### src/rtl/gas_pkg.sv
// gas_pkg: shared types and constants for the grid path search block
// no dependencies
package gas_pkg;
    localparam int unsigned DEF_MAX_ROWS = 8;
    localparam int unsigned DEF_MAX_COLS = 8;
    localparam int unsigned COORD_W      = 3;
    localparam int unsigned DIM_W        = 4;
    localparam int unsigned WALL_W       = 64;
    localparam int unsigned COST_W       = 6;
    localparam int unsigned F_W          = 7;
    localparam int unsigned CFG_IDX_W    = 2;

    // register indexes
    localparam logic [CFG_IDX_W-1:0] REG_WALL_MAP    = 2'd0;
    localparam logic [CFG_IDX_W-1:0] REG_GRID_WIDTH  = 2'd1;
    localparam logic [CFG_IDX_W-1:0] REG_GRID_HEIGHT = 2'd2;

    // neighbor directions
    localparam logic [1:0] DIR_UP    = 2'd0;
    localparam logic [1:0] DIR_DOWN  = 2'd1;
    localparam logic [1:0] DIR_LEFT  = 2'd2;
    localparam logic [1:0] DIR_RIGHT = 2'd3;

    typedef struct packed {
        logic [COORD_W-1:0] start_row;
        logic [COORD_W-1:0] start_col;
        logic [COORD_W-1:0] goal_row;
        logic [COORD_W-1:0] goal_col;
    } query_t;

    typedef struct packed {
        logic [COORD_W-1:0] cell_row;
        logic [COORD_W-1:0] cell_col;
        logic               found;
        logic               last;
    } result_t;

    typedef struct packed {
        logic [CFG_IDX_W-1:0] index;
        logic [WALL_W-1:0]    data;
    } cfg_t;

    function automatic logic [COORD_W:0] abs_diff(input logic [COORD_W-1:0] a,
                                                  input logic [COORD_W-1:0] b);
        return (a > b) ? {1'b0, a - b} : {1'b0, b - a};
    endfunction
endpackage

### src/rtl/gas_if.sv
// gas_if: valid/ready channels, each carrying one payload type
// depends on gas_pkg for payload types
interface gas_query_if;
    logic            valid;
    logic            ready;
    gas_pkg::query_t data;
    modport source (output valid, output data, input ready);
    modport sink   (input valid, input data, output ready);
endinterface

interface gas_result_if;
    logic             valid;
    logic             ready;
    gas_pkg::result_t data;
    modport source (output valid, output data, input ready);
    modport sink   (input valid, input data, output ready);
endinterface

interface gas_cfg_if;
    logic          valid;
    logic          ready;
    gas_pkg::cfg_t data;
    modport source (output valid, output data, input ready);
    modport sink   (input valid, input data, output ready);
endinterface

### src/rtl/grid_astar_path_search.sv
// Grid A* search over a wall map of up to MAX_ROWS x MAX_COLS cells. A query is accepted,
// then a clearing pass runs over every cell. Each expansion then makes a minimum scan, one
// read and one compare per cell on the single f-compare unit, then a pick, then a neighbor
// pass, one read and one check per direction. The expansion that picks the goal stops after
// the pick. The backtrack takes a store step and a parent read step per path cell, only a
// store step for the start cell. Output takes a wait step and an emit step per path cell
// while the result side is ready. The input is not ready while a query runs.
// Each path cell is one beat on the result channel, start first; an unreachable goal or an
// out-of-range coordinate gives one beat with found=0. Configuration writes are taken at any
// time and should be made only while no query is running.
// depends on gas_pkg and gas_if
module grid_astar_path_search #(
    parameter int unsigned MAX_ROWS = gas_pkg::DEF_MAX_ROWS,
    parameter int unsigned MAX_COLS = gas_pkg::DEF_MAX_COLS
) (
    input  logic clk,
    input  logic rst_n,
    gas_query_if.sink    query,
    gas_result_if.source result,
    gas_cfg_if.sink      cfg
);
    import gas_pkg::*;

    localparam int unsigned NCELLS = MAX_ROWS * MAX_COLS;
    localparam int unsigned IDX_W  = $clog2(NCELLS);
    localparam int unsigned CNT_W  = IDX_W + 1;
    localparam int unsigned RC_W   = 2 * COORD_W;

    typedef enum logic [11:0] {
        ST_IDLE  = 12'b000000000001,
        ST_CLEAR = 12'b000000000010,
        ST_SCAN  = 12'b000000000100,
        ST_CMP   = 12'b000000001000,
        ST_PICK  = 12'b000000010000,
        ST_NBR   = 12'b000000100000,
        ST_CHK   = 12'b000001000000,
        ST_BACK  = 12'b000010000000,
        ST_STEP  = 12'b000100000000,
        ST_EMIT  = 12'b001000000000,
        ST_FAIL  = 12'b010000000000,
        ST_WAIT  = 12'b100000000000
    } state_t;

    // configuration registers
    logic [WALL_W-1:0] wall_reg;
    logic [DIM_W-1:0]  width_reg, height_reg;

    always_ff @(posedge clk or negedge rst_n)
    begin
        if (!rst_n)
        begin
            wall_reg   <= '0;
            width_reg  <= DIM_W'(8);
            height_reg <= DIM_W'(8);
        end
        else if (cfg.valid)
        begin
            case (cfg.data.index)
                REG_WALL_MAP:    wall_reg   <= cfg.data.data;
                REG_GRID_WIDTH:  width_reg  <= cfg.data.data[DIM_W-1:0];
                REG_GRID_HEIGHT: height_reg <= cfg.data.data[DIM_W-1:0];
                default:         ;
            endcase
        end
    end
    assign cfg.ready = 1'b1;

    // effective dimensions
    logic [DIM_W-1:0] eff_w, eff_h;
    always_comb
    begin
        eff_w = (width_reg == '0) ? DIM_W'(1) :
                (width_reg > DIM_W'(MAX_COLS)) ? DIM_W'(MAX_COLS) : width_reg;
        eff_h = (height_reg == '0) ? DIM_W'(1) :
                (height_reg > DIM_W'(MAX_ROWS)) ? DIM_W'(MAX_ROWS) : height_reg;
    end

    // per-query stores
    logic [COST_W-1:0] cost_mem   [NCELLS];
    logic [RC_W-1:0]   parent_mem [NCELLS];
    logic [NCELLS-1:0] open_reg, closed_reg, seen_reg;
    logic [NCELLS-1:0] open_next, closed_next, seen_next;

    state_t             state_reg, state_next;
    query_t             q_reg;
    logic [CNT_W-1:0]   cnt_reg, cnt_next;
    logic [COORD_W-1:0] row_reg, row_next;
    logic [COORD_W-1:0] col_reg, col_next;
    logic               have_reg, have_next;
    logic [IDX_W-1:0]   best_reg, best_next;
    logic [COORD_W-1:0] best_r_reg, best_r_next;
    logic [COORD_W-1:0] best_c_reg, best_c_next;
    logic [F_W-1:0]     bestf_reg, bestf_next;
    logic [COST_W-1:0]  bestg_reg, bestg_next;
    logic [1:0]         dir_reg, dir_next;
    logic [RC_W-1:0]    cur_reg, cur_next;
    logic [CNT_W-1:0]   plen_reg, plen_next;
    logic [RC_W-1:0]    path_mem [NCELLS];
    logic [RC_W-1:0]    path_rd_reg;
    logic [COST_W-1:0]  cost_rd_reg;
    logic [RC_W-1:0]    parent_rd_reg;
    result_t            res_reg, res_next;
    logic               rvalid_reg, rvalid_next;

    function automatic logic [IDX_W-1:0] cell_of(input logic [COORD_W-1:0] r,
                                                 input logic [COORD_W-1:0] c);
        return IDX_W'(int'(r) * MAX_COLS + int'(c));
    endfunction

    logic [IDX_W-1:0] s_idx, g_idx;
    logic [RC_W-1:0]  start_rc, goal_rc;
    assign s_idx    = cell_of(q_reg.start_row, q_reg.start_col);
    assign g_idx    = cell_of(q_reg.goal_row, q_reg.goal_col);
    assign start_rc = {q_reg.start_row, q_reg.start_col};
    assign goal_rc  = {q_reg.goal_row, q_reg.goal_col};

    // single f unit: cell under scan, its cost read in the previous cycle
    logic [IDX_W-1:0] scan_idx;
    logic [F_W-1:0]   scan_f;
    assign scan_idx = cnt_reg[IDX_W-1:0];
    assign scan_f   = F_W'(cost_rd_reg) + F_W'(abs_diff(row_reg, q_reg.goal_row))
                    + F_W'(abs_diff(col_reg, q_reg.goal_col));

    // neighbor under test
    logic [COORD_W:0]   nr, nc;
    logic               nb_ok;
    logic [IDX_W-1:0]   nb_idx;
    logic [COST_W-1:0]  tg;
    always_comb
    begin
        nr = {1'b0, best_r_reg};
        nc = {1'b0, best_c_reg};
        case (dir_reg)
            DIR_UP:    nr = {1'b0, best_r_reg} - 1'b1;
            DIR_DOWN:  nr = {1'b0, best_r_reg} + 1'b1;
            DIR_LEFT:  nc = {1'b0, best_c_reg} - 1'b1;
            DIR_RIGHT: nc = {1'b0, best_c_reg} + 1'b1;
            default:   ;
        endcase
        nb_idx = cell_of(nr[COORD_W-1:0], nc[COORD_W-1:0]);
        tg = (bestg_reg == '1) ? bestg_reg : bestg_reg + 1'b1;
        nb_ok = !nr[COORD_W] && !nc[COORD_W]
             && ({1'b0, nr} < {1'b0, eff_h}) && ({1'b0, nc} < {1'b0, eff_w})
             && !wall_reg[nb_idx] && !closed_reg[nb_idx]
             && (!seen_reg[nb_idx] || tg < cost_rd_reg);
    end

    // store read addresses
    logic [IDX_W-1:0] cost_raddr, cur_idx;
    assign cost_raddr = (state_reg == ST_NBR) ? nb_idx : scan_idx;
    assign cur_idx    = cell_of(cur_reg[RC_W-1:COORD_W], cur_reg[COORD_W-1:0]);

    logic q_bad;
    assign q_bad = ({1'b0, q_reg.start_row} >= eff_h) || ({1'b0, q_reg.start_col} >= eff_w)
                || ({1'b0, q_reg.goal_row} >= eff_h) || ({1'b0, q_reg.goal_col} >= eff_w);

    logic out_free;
    assign out_free = !rvalid_reg || result.ready;

    // sequencer
    always_comb
    begin
        state_next  = state_reg;
        cnt_next    = cnt_reg;
        row_next    = row_reg;
        col_next    = col_reg;
        have_next   = have_reg;
        best_next   = best_reg;
        best_r_next = best_r_reg;
        best_c_next = best_c_reg;
        bestf_next  = bestf_reg;
        bestg_next  = bestg_reg;
        dir_next    = dir_reg;
        cur_next    = cur_reg;
        plen_next   = plen_reg;
        open_next   = open_reg;
        closed_next = closed_reg;
        seen_next   = seen_reg;
        res_next    = res_reg;
        rvalid_next = rvalid_reg && !result.ready;
        case (state_reg)
            ST_IDLE:
            begin
                if (query.valid)
                begin
                    state_next  = ST_CLEAR;
                    cnt_next    = '0;
                    open_next   = '0;
                    closed_next = '0;
                    seen_next   = '0;
                end
            end
            ST_CLEAR:
            begin
                cnt_next = cnt_reg + 1'b1;
                if (cnt_reg == CNT_W'(NCELLS - 1))
                begin
                    if (q_bad)
                        state_next = ST_FAIL;
                    else
                    begin
                        open_next[s_idx] = 1'b1;
                        seen_next[s_idx] = 1'b1;
                        state_next = ST_SCAN;
                        cnt_next   = '0;
                        row_next   = '0;
                        col_next   = '0;
                        have_next  = 1'b0;
                    end
                end
            end
            ST_SCAN:
            begin
                // cost of the cell is read here, compared next cycle
                state_next = ST_CMP;
            end
            ST_CMP:
            begin
                if (open_reg[scan_idx] && (!have_reg || scan_f < bestf_reg))
                begin
                    have_next   = 1'b1;
                    best_next   = scan_idx;
                    best_r_next = row_reg;
                    best_c_next = col_reg;
                    bestf_next  = scan_f;
                    bestg_next  = cost_rd_reg;
                end
                cnt_next = cnt_reg + 1'b1;
                if (col_reg == COORD_W'(MAX_COLS - 1))
                begin
                    col_next = '0;
                    row_next = row_reg + 1'b1;
                end
                else
                    col_next = col_reg + 1'b1;
                if (cnt_reg == CNT_W'(NCELLS - 1))
                    state_next = ST_PICK;
                else
                    state_next = ST_SCAN;
            end
            ST_PICK:
            begin
                if (!have_reg)
                    state_next = ST_FAIL;
                else
                begin
                    open_next[best_reg] = 1'b0;
                    if (best_reg == g_idx)
                    begin
                        cur_next   = goal_rc;
                        plen_next  = '0;
                        state_next = ST_BACK;
                    end
                    else
                    begin
                        closed_next[best_reg] = 1'b1;
                        dir_next   = DIR_UP;
                        state_next = ST_NBR;
                    end
                end
            end
            ST_NBR:
            begin
                // neighbor cost is read here, checked next cycle
                state_next = ST_CHK;
            end
            ST_CHK:
            begin
                if (nb_ok)
                begin
                    seen_next[nb_idx] = 1'b1;
                    open_next[nb_idx] = 1'b1;
                end
                dir_next = dir_reg + 1'b1;
                if (dir_reg == DIR_RIGHT)
                begin
                    state_next = ST_SCAN;
                    cnt_next   = '0;
                    row_next   = '0;
                    col_next   = '0;
                    have_next  = 1'b0;
                end
                else
                    state_next = ST_NBR;
            end
            ST_BACK:
            begin
                // store the chain cell and read its parent
                plen_next = plen_reg + 1'b1;
                if (cur_reg == start_rc || plen_reg == CNT_W'(NCELLS - 1))
                    state_next = ST_WAIT;
                else
                    state_next = ST_STEP;
            end
            ST_STEP:
            begin
                cur_next   = parent_rd_reg;
                state_next = ST_BACK;
            end
            ST_WAIT:
            begin
                state_next = ST_EMIT;
            end
            ST_EMIT:
            begin
                if (out_free)
                begin
                    rvalid_next       = 1'b1;
                    res_next.cell_row = path_rd_reg[RC_W-1:COORD_W];
                    res_next.cell_col = path_rd_reg[COORD_W-1:0];
                    res_next.found    = 1'b1;
                    res_next.last     = (plen_reg == CNT_W'(1));
                    plen_next         = plen_reg - 1'b1;
                    state_next        = (plen_reg == CNT_W'(1)) ? ST_IDLE : ST_WAIT;
                end
            end
            ST_FAIL:
            begin
                if (out_free)
                begin
                    rvalid_next = 1'b1;
                    res_next    = '{cell_row: '0, cell_col: '0, found: 1'b0, last: 1'b1};
                    state_next  = ST_IDLE;
                end
            end
            default: state_next = ST_IDLE;
        endcase
    end

    always_ff @(posedge clk or negedge rst_n)
    begin
        if (!rst_n)
        begin
            state_reg  <= ST_IDLE;
            rvalid_reg <= 1'b0;
            open_reg   <= '0;
            closed_reg <= '0;
            seen_reg   <= '0;
            cnt_reg    <= '0;
            have_reg   <= 1'b0;
            plen_reg   <= '0;
        end
        else
        begin
            state_reg  <= state_next;
            rvalid_reg <= rvalid_next;
            open_reg   <= open_next;
            closed_reg <= closed_next;
            seen_reg   <= seen_next;
            cnt_reg    <= cnt_next;
            have_reg   <= have_next;
            plen_reg   <= plen_next;
        end
    end

    // datapath registers
    always_ff @(posedge clk)
    begin
        if (state_reg == ST_IDLE && query.valid)
            q_reg <= query.data;
        row_reg    <= row_next;
        col_reg    <= col_next;
        best_reg   <= best_next;
        best_r_reg <= best_r_next;
        best_c_reg <= best_c_next;
        bestf_reg  <= bestf_next;
        bestg_reg  <= bestg_next;
        dir_reg    <= dir_next;
        cur_reg    <= cur_next;
        res_reg    <= res_next;
    end

    // cost and parent stores, one write and registered reads per cycle
    always_ff @(posedge clk)
    begin
        if (state_reg == ST_CLEAR)
            cost_mem[cnt_reg[IDX_W-1:0]] <= '0;
        else if (state_reg == ST_CHK && nb_ok)
        begin
            cost_mem[nb_idx]   <= tg;
            parent_mem[nb_idx] <= {best_r_reg, best_c_reg};
        end
        cost_rd_reg   <= cost_mem[cost_raddr];
        parent_rd_reg <= parent_mem[cur_idx];
    end

    // path stack: pushed goal first, popped start first
    always_ff @(posedge clk)
    begin
        if (state_reg == ST_BACK)
            path_mem[plen_reg[IDX_W-1:0]] <= (plen_reg == CNT_W'(NCELLS - 1)) ? start_rc
                                                                               : cur_reg;
        path_rd_reg <= path_mem[IDX_W'(plen_reg - 1'b1)];
    end

    assign query.ready = (state_reg == ST_IDLE);
    assign result.valid = rvalid_reg;
    assign result.data  = res_reg;

    // checks
    a_no_take_busy: assert property (@(posedge clk) disable iff (!rst_n)
        (state_reg != ST_IDLE) |-> !query.ready)
        else $error("input taken during search");
    a_fail_last: assert property (@(posedge clk) disable iff (!rst_n)
        (rvalid_reg && !res_reg.found) |-> res_reg.last)
        else $error("not-found beat without last");
    a_start_open: assert property (@(posedge clk) disable iff (!rst_n)
        (state_reg == ST_CLEAR && state_next == ST_SCAN) |=> seen_reg[$past(s_idx)])
        else $error("start not seeded");
    a_closed_not_open: assert property (@(posedge clk) disable iff (!rst_n)
        (closed_reg & open_reg) == '0)
        else $error("cell both open and closed");
endmodule
### src/flat_wrapper.sv
// flat-port wrapper written by rule: the top's interface ports become plain ports
module grid_astar_path_search_flat import gas_pkg::*;
#(
    parameter int unsigned MAX_ROWS = gas_pkg::DEF_MAX_ROWS,
    parameter int unsigned MAX_COLS = gas_pkg::DEF_MAX_COLS
)
  (clk, rst_n, query_valid, query_data, query_ready, result_valid, result_data, result_ready, cfg_valid, cfg_data, cfg_ready);
  gas_query_if query_i ();
  gas_result_if result_i ();
  gas_cfg_if cfg_i ();
  input  logic clk;
  input  logic rst_n;
  input wire logic [$bits(query_i.valid)-1:0] query_valid;
  input wire logic [$bits(query_i.data)-1:0] query_data;
  output wire logic [$bits(query_i.ready)-1:0] query_ready;
  output wire logic [$bits(result_i.valid)-1:0] result_valid;
  output wire logic [$bits(result_i.data)-1:0] result_data;
  input wire logic [$bits(result_i.ready)-1:0] result_ready;
  input wire logic [$bits(cfg_i.valid)-1:0] cfg_valid;
  input wire logic [$bits(cfg_i.data)-1:0] cfg_data;
  output wire logic [$bits(cfg_i.ready)-1:0] cfg_ready;
  assign query_i.valid = query_valid;
  assign query_i.data = query_data;
  assign query_ready = query_i.ready;
  assign result_valid = result_i.valid;
  assign result_data = result_i.data;
  assign result_i.ready = result_ready;
  assign cfg_i.valid = cfg_valid;
  assign cfg_i.data = cfg_data;
  assign cfg_ready = cfg_i.ready;
  grid_astar_path_search #(.MAX_ROWS(MAX_ROWS), .MAX_COLS(MAX_COLS)) u_core (.clk(clk), .rst_n(rst_n), .query(query_i), .result(result_i), .cfg(cfg_i));
endmodule
### config.mk
export PLATFORM = sky130hd
export DESIGN_NAME = grid_astar_path_search_flat
export DESIGN_NICKNAME = d
export VERILOG_FILES = /design/src/rtl/gas_pkg.sv /design/src/rtl/gas_if.sv /design/src/rtl/grid_astar_path_search.sv /design/src/flat_wrapper.sv
export SDC_FILE = /design/constraint.sdc
export NUM_CORES = 2
export LEC_CHECK = 0
export BUFFER_PORTS_ARGS = -buffer_cell sky130_fd_sc_hd__buf_2
export CAP_MARGIN = 20
export CORE_UTILIZATION = 40
export DETAILED_ROUTE_END_ITERATION = 12
export PLACE_DENSITY_LB_ADDON = 0.25
export RECOVER_POWER = 50
export REMOVE_ABC_BUFFERS = 1
export SYNTH_ARGS = -nofsm -noshare
export SYNTH_HDL_FRONTEND = slang
export SYNTH_SLANG_ARGS = --single-unit
export TNS_END_PERCENT = 100
### constraint.sdc
create_clock -name clk -period 7.2 [get_ports clk]
set_clock_uncertainty 0.15 [all_clocks]
set_input_delay 0.72 -clock clk [delete_from_list [all_inputs] [get_ports clk]]
set_output_delay 0.72 -clock clk [all_outputs]
set_load 0.05 [all_outputs]
==> flow_metrics.py <==
metrics = {
    "global_route": {
        "grt_usage_pct": 21.2,
        "grt_pass1_vias": 37300,
        "grt_max_degree": 163,
        "antenna_found_initial": 3,
        "grt_pass1_wl_um": 255000,
        "overflow": 0,
    },
    "die": {
        "die_h_um": 403,
        "start_util_pct": 40.4,
        "core-area_um2": 159000,
        "fp-row-count": 146,
        "ioPinCount": 94,
        "dieArea_um2": 162000,
        "die_w_um": 403,
    },
    "drt": {
        "drt-pass1-iter-count": 6,
        "drt_iter0_markers": 3779,
        "vias_per_cell": 5.79,
        "wirelength_um": 172000,
        "drtAntennaViolNets": 0,
        "drc": 0,
        "vias": 37400,
        "detail_route.wl_per_cell_um": 26.6,
    },
    "synthesis": {
        "synth_flop_cell": "edfxtp_1",
        "synth_edf_count": 1211,
        "syn_area_um2": 64300,
        "netlist_instances": 4115,
        "avgSynthCellArea_um2": 15.6,
        "synth_xor_area_share_pct": 0.436,
        "ys_types": 85,
        "ys_seq_elements": 1521,
        "synth_mux_area_share_pct": 13.9,
        "synth_compound_area_share_pct": 6.73,
        "synth_warnings": 0,
        "synth_top_family_by_area": "multiplexers",
        "synth-adder-area-share_pct": 1.42,
        "synth_seq_area_share_pct": 68.5,
        "synth-async-reset-ratio_pct": 19.2,
        "yosys.area_share.simple_pct": 6.88,
    },
    "placed_design": {
        "dp_hpwl_um": 109000,
        "port_buffers": 92,
        "place_congestion": 0.863,
        "dp_cells": 6108,
    },
    "clock_tree": {
        "cts_root_buf": "clkbuf_16",
        "cts_buffers": 157,
        "path_clk_slew_ns": 0.06,
        "post_cts_buffers": 0,
        "insertion_delay_ns": 0.80,
        "cts_tree": "built",
        "cts_htree_levels": 4,
        "clock_path_buffers": 3,
        "numClockSinks": 1521,
    },
    "timing": {
        "setup_viol": 0,
        "rsz0062_at_grt": "no",
        "fmax_ghz": 0.153,
        "finalMaxSlewViolations": 555,
        "final_hold_viol_count": 0,
        "relSlewSlack_pct": -265,
        "period_share_pct": 90.8,
        "fin_setup_tns_ns": 0,
        "min_period_ns": 6.54,
        "worst_pin_slew_ns": 5.48,
    },
    "power_and_ir_drop": {
        "ir_drop_mv": 0.277,
        "p_per_area_nw_per_um2": 275,
        "total_power_uw": 20100,
        "p_leak_uw": 0.0247,
    },
    "worst_setup_path": {
        "crit_path_end_kind": "flip-flop",
        "worstPathMaxFanout": 21,
        "required_ns": 7.47,
        "crit_type": "flip-flop to flip-flop",
        "start_kind": "flip-flop",
        "arrival_ns": 6.81,
    },
    "min_path": {
        "min_path_type": "input port to flip-flop",
    },
    "final_layout": {
        "drive_gt1_share_pct": 19.5,
        "finalNonFillerCells": 6468,
        "n_fill_cell": 13900,
        "area_growth_pct": 13.3,
        "fin_nets": 4412,
    },
    "run_status": {
        "status": "finished with violations",
        "failed_checks": "capacitance limit, slew limit",
    },
    "flow_run": {
        "drv_cap": 8,
    },
}
==> metal layers <==
layer / GRT usage [%] / part of all wire, % / wire length, µm / vias to the layer above
met5: 0 / 0 / 0 / -
li1: - / - / - / 16200
met2: 33.6 / 47 / 81400 / 1468
met4: 7.32 / 3.3 / 5690 / 0
met1: 29.8 / 43 / 73200 / 19400
met3: 3.53 / 6.8 / 11700 / 313
==> area by class of cell <==
class / count / area, µm² / area share (%)
flip-flops and latches: 1521 / 44000 / 60.5
inverters: 67 / 251 / 0.345
diodes: 1 / 2.50 / 0.00344
well taps: 2072 / 2590 / 3.56
repair buffers: 251 / 1820 / 2.49
clock inverters: 93 / 865 / 1.19
clock buffers: 199 / 4200 / 5.77
multi-input cells: 2264 / 19100 / 26.2
==> per-stage QoR <==
step | hold WS, ns | area, µm² | setup WS [ns] | utilization [%]
3_3_place_gp | 0.278 | 67200 | 0.794 | 42.3
4_1_cts | 0.00741 | 72900 | 0.748 | 45.9
6_report | 0.0511 | 72800 | 0.663 | 45.8
5_1_grt | 0.0214 | 72800 | 0.302 | 45.8
3_5_place_dp | 0.293 | 67200 | 0.735 | 42.3
2_1_floorplan | 0.258 | 63100 | -6.39 | -
==> where the power goes <==
group	internal [µW]	switching (µW)	leakage, µW
combinational	795	1430	0.00705
sequential	9610	209	0.0152
clock	4590	3440	0.00248
total	15000	5070	0.0247
==> critical path, stage by stage (launching register included) <==
cell	delay [ns]
edfxtp_1	0.63
ha_1	0.47
inv_1	0.17
ha_1	0.36
xnor2_1	0.25
a32oi_1	0.67
nor2_1	0.38
a222oi_1	0.38
a31oi_1	0.12
or4_1	0.51
a2111o_2	0.81
buf_4	0.36
mux2_4	0.38
a21oi_1	0.51
==> cells by family (layout without fill, tap and decap cells) <==
group | Yosys count | count (layout)
other cells | 1 | 2
buf+inv | 330 | 610
simple gates | 969 | 969
fa+ha+maj | 67 | 67
compound gates | 721 | 721
mux | 474 | 474
xor+xnor | 32 | 32
flops | 1521 | 1521
==> cells in the final DEF (no fill, tap or decap), types with 80 or more instances in the layout <==
cell type	count
o21ai_1	80
dfrtp_1	289
mux2_2	89
o21ai_0	157
mux4_2	322
a21oi_1	230
clkbuf_16	161
nand2_1	249
nand3_1	90
nor2_1	380
edfxtp_1	1211
==> synthesized netlist by cell type, types with 12 or more instances <==
| cell | count | area (µm²) |
|---|---|---|
| nand3b_1 | 15 | 113 |
| xor2_1 | 15 | 131 |
| mux2i_1 | 55 | 551 |
| buf_1 | 37 | 139 |
| mux2_2 | 91 | 1020 |
| o21ai_1 | 80 | 400 |
| dfxtp_1 | 18 | 360 |
| dfrtp_1 | 289 | 7230 |
| a211oi_1 | 52 | 390 |
| nor2b_1 | 65 | 407 |
| nand4_1 | 12 | 75.1 |
| buf_2 | 32 | 160 |
| nor3b_1 | 18 | 135 |
| a311oi_1 | 25 | 219 |
| nand3_1 | 90 | 450 |
| a21o_1 | 15 | 113 |
| o22ai_1 | 12 | 75.1 |
| mux4_2 | 322 | 7250 |
| edfxtp_1 | 1211 | 36400 |
| nor3_1 | 42 | 210 |
| a31oi_1 | 14 | 87.6 |
| nor2_1 | 383 | 1440 |
| nand2b_1 | 13 | 81.3 |
| a21oi_1 | 232 | 1160 |
| nand2_1 | 249 | 935 |
| and3_1 | 14 | 87.6 |
| inv_1 | 63 | 236 |
| xnor2_1 | 17 | 149 |
| clkbuf_1 | 183 | 687 |
| o21ai_0 | 158 | 791 |
| ha_1 | 57 | 713 |
| a22oi_1 | 62 | 465 |
==> timing repair <==
action,4_1_cts,5_1_grt
hold buffers,65,0
resized for setup,0,0
hold endpoints to repair,160,0
==> path summary, 6_finish.rpt <==
path	slack, ns	end	start	cells after the start
min	0.05	u_core.wall_reg[28]$_DFFE_PN0P_	cfg_data[28]	2
max in group asynchronous	1.50	u_core.wall_reg[62]$_DFFE_PN0P_	rst_n	2
max reg2reg	0.66	u_core.cost_mem[8][0]$_DFFE_PP_	u_core.dir_reg[1]$_SDFFCE_PN0P_	13
min in group asynchronous	2.32	u_core.wall_reg[55]$_DFFE_PN0P_	rst_n	2
min reg2reg	0.30	u_core.bestg_reg[2]$_DFFE_PP_	u_core.cost_rd_reg[2]$_DFF_P_	0
max	0.66	u_core.cost_mem[8][0]$_DFFE_PP_	u_core.dir_reg[1]$_SDFFCE_PN0P_	13
(Power assumes the default switching activity.)
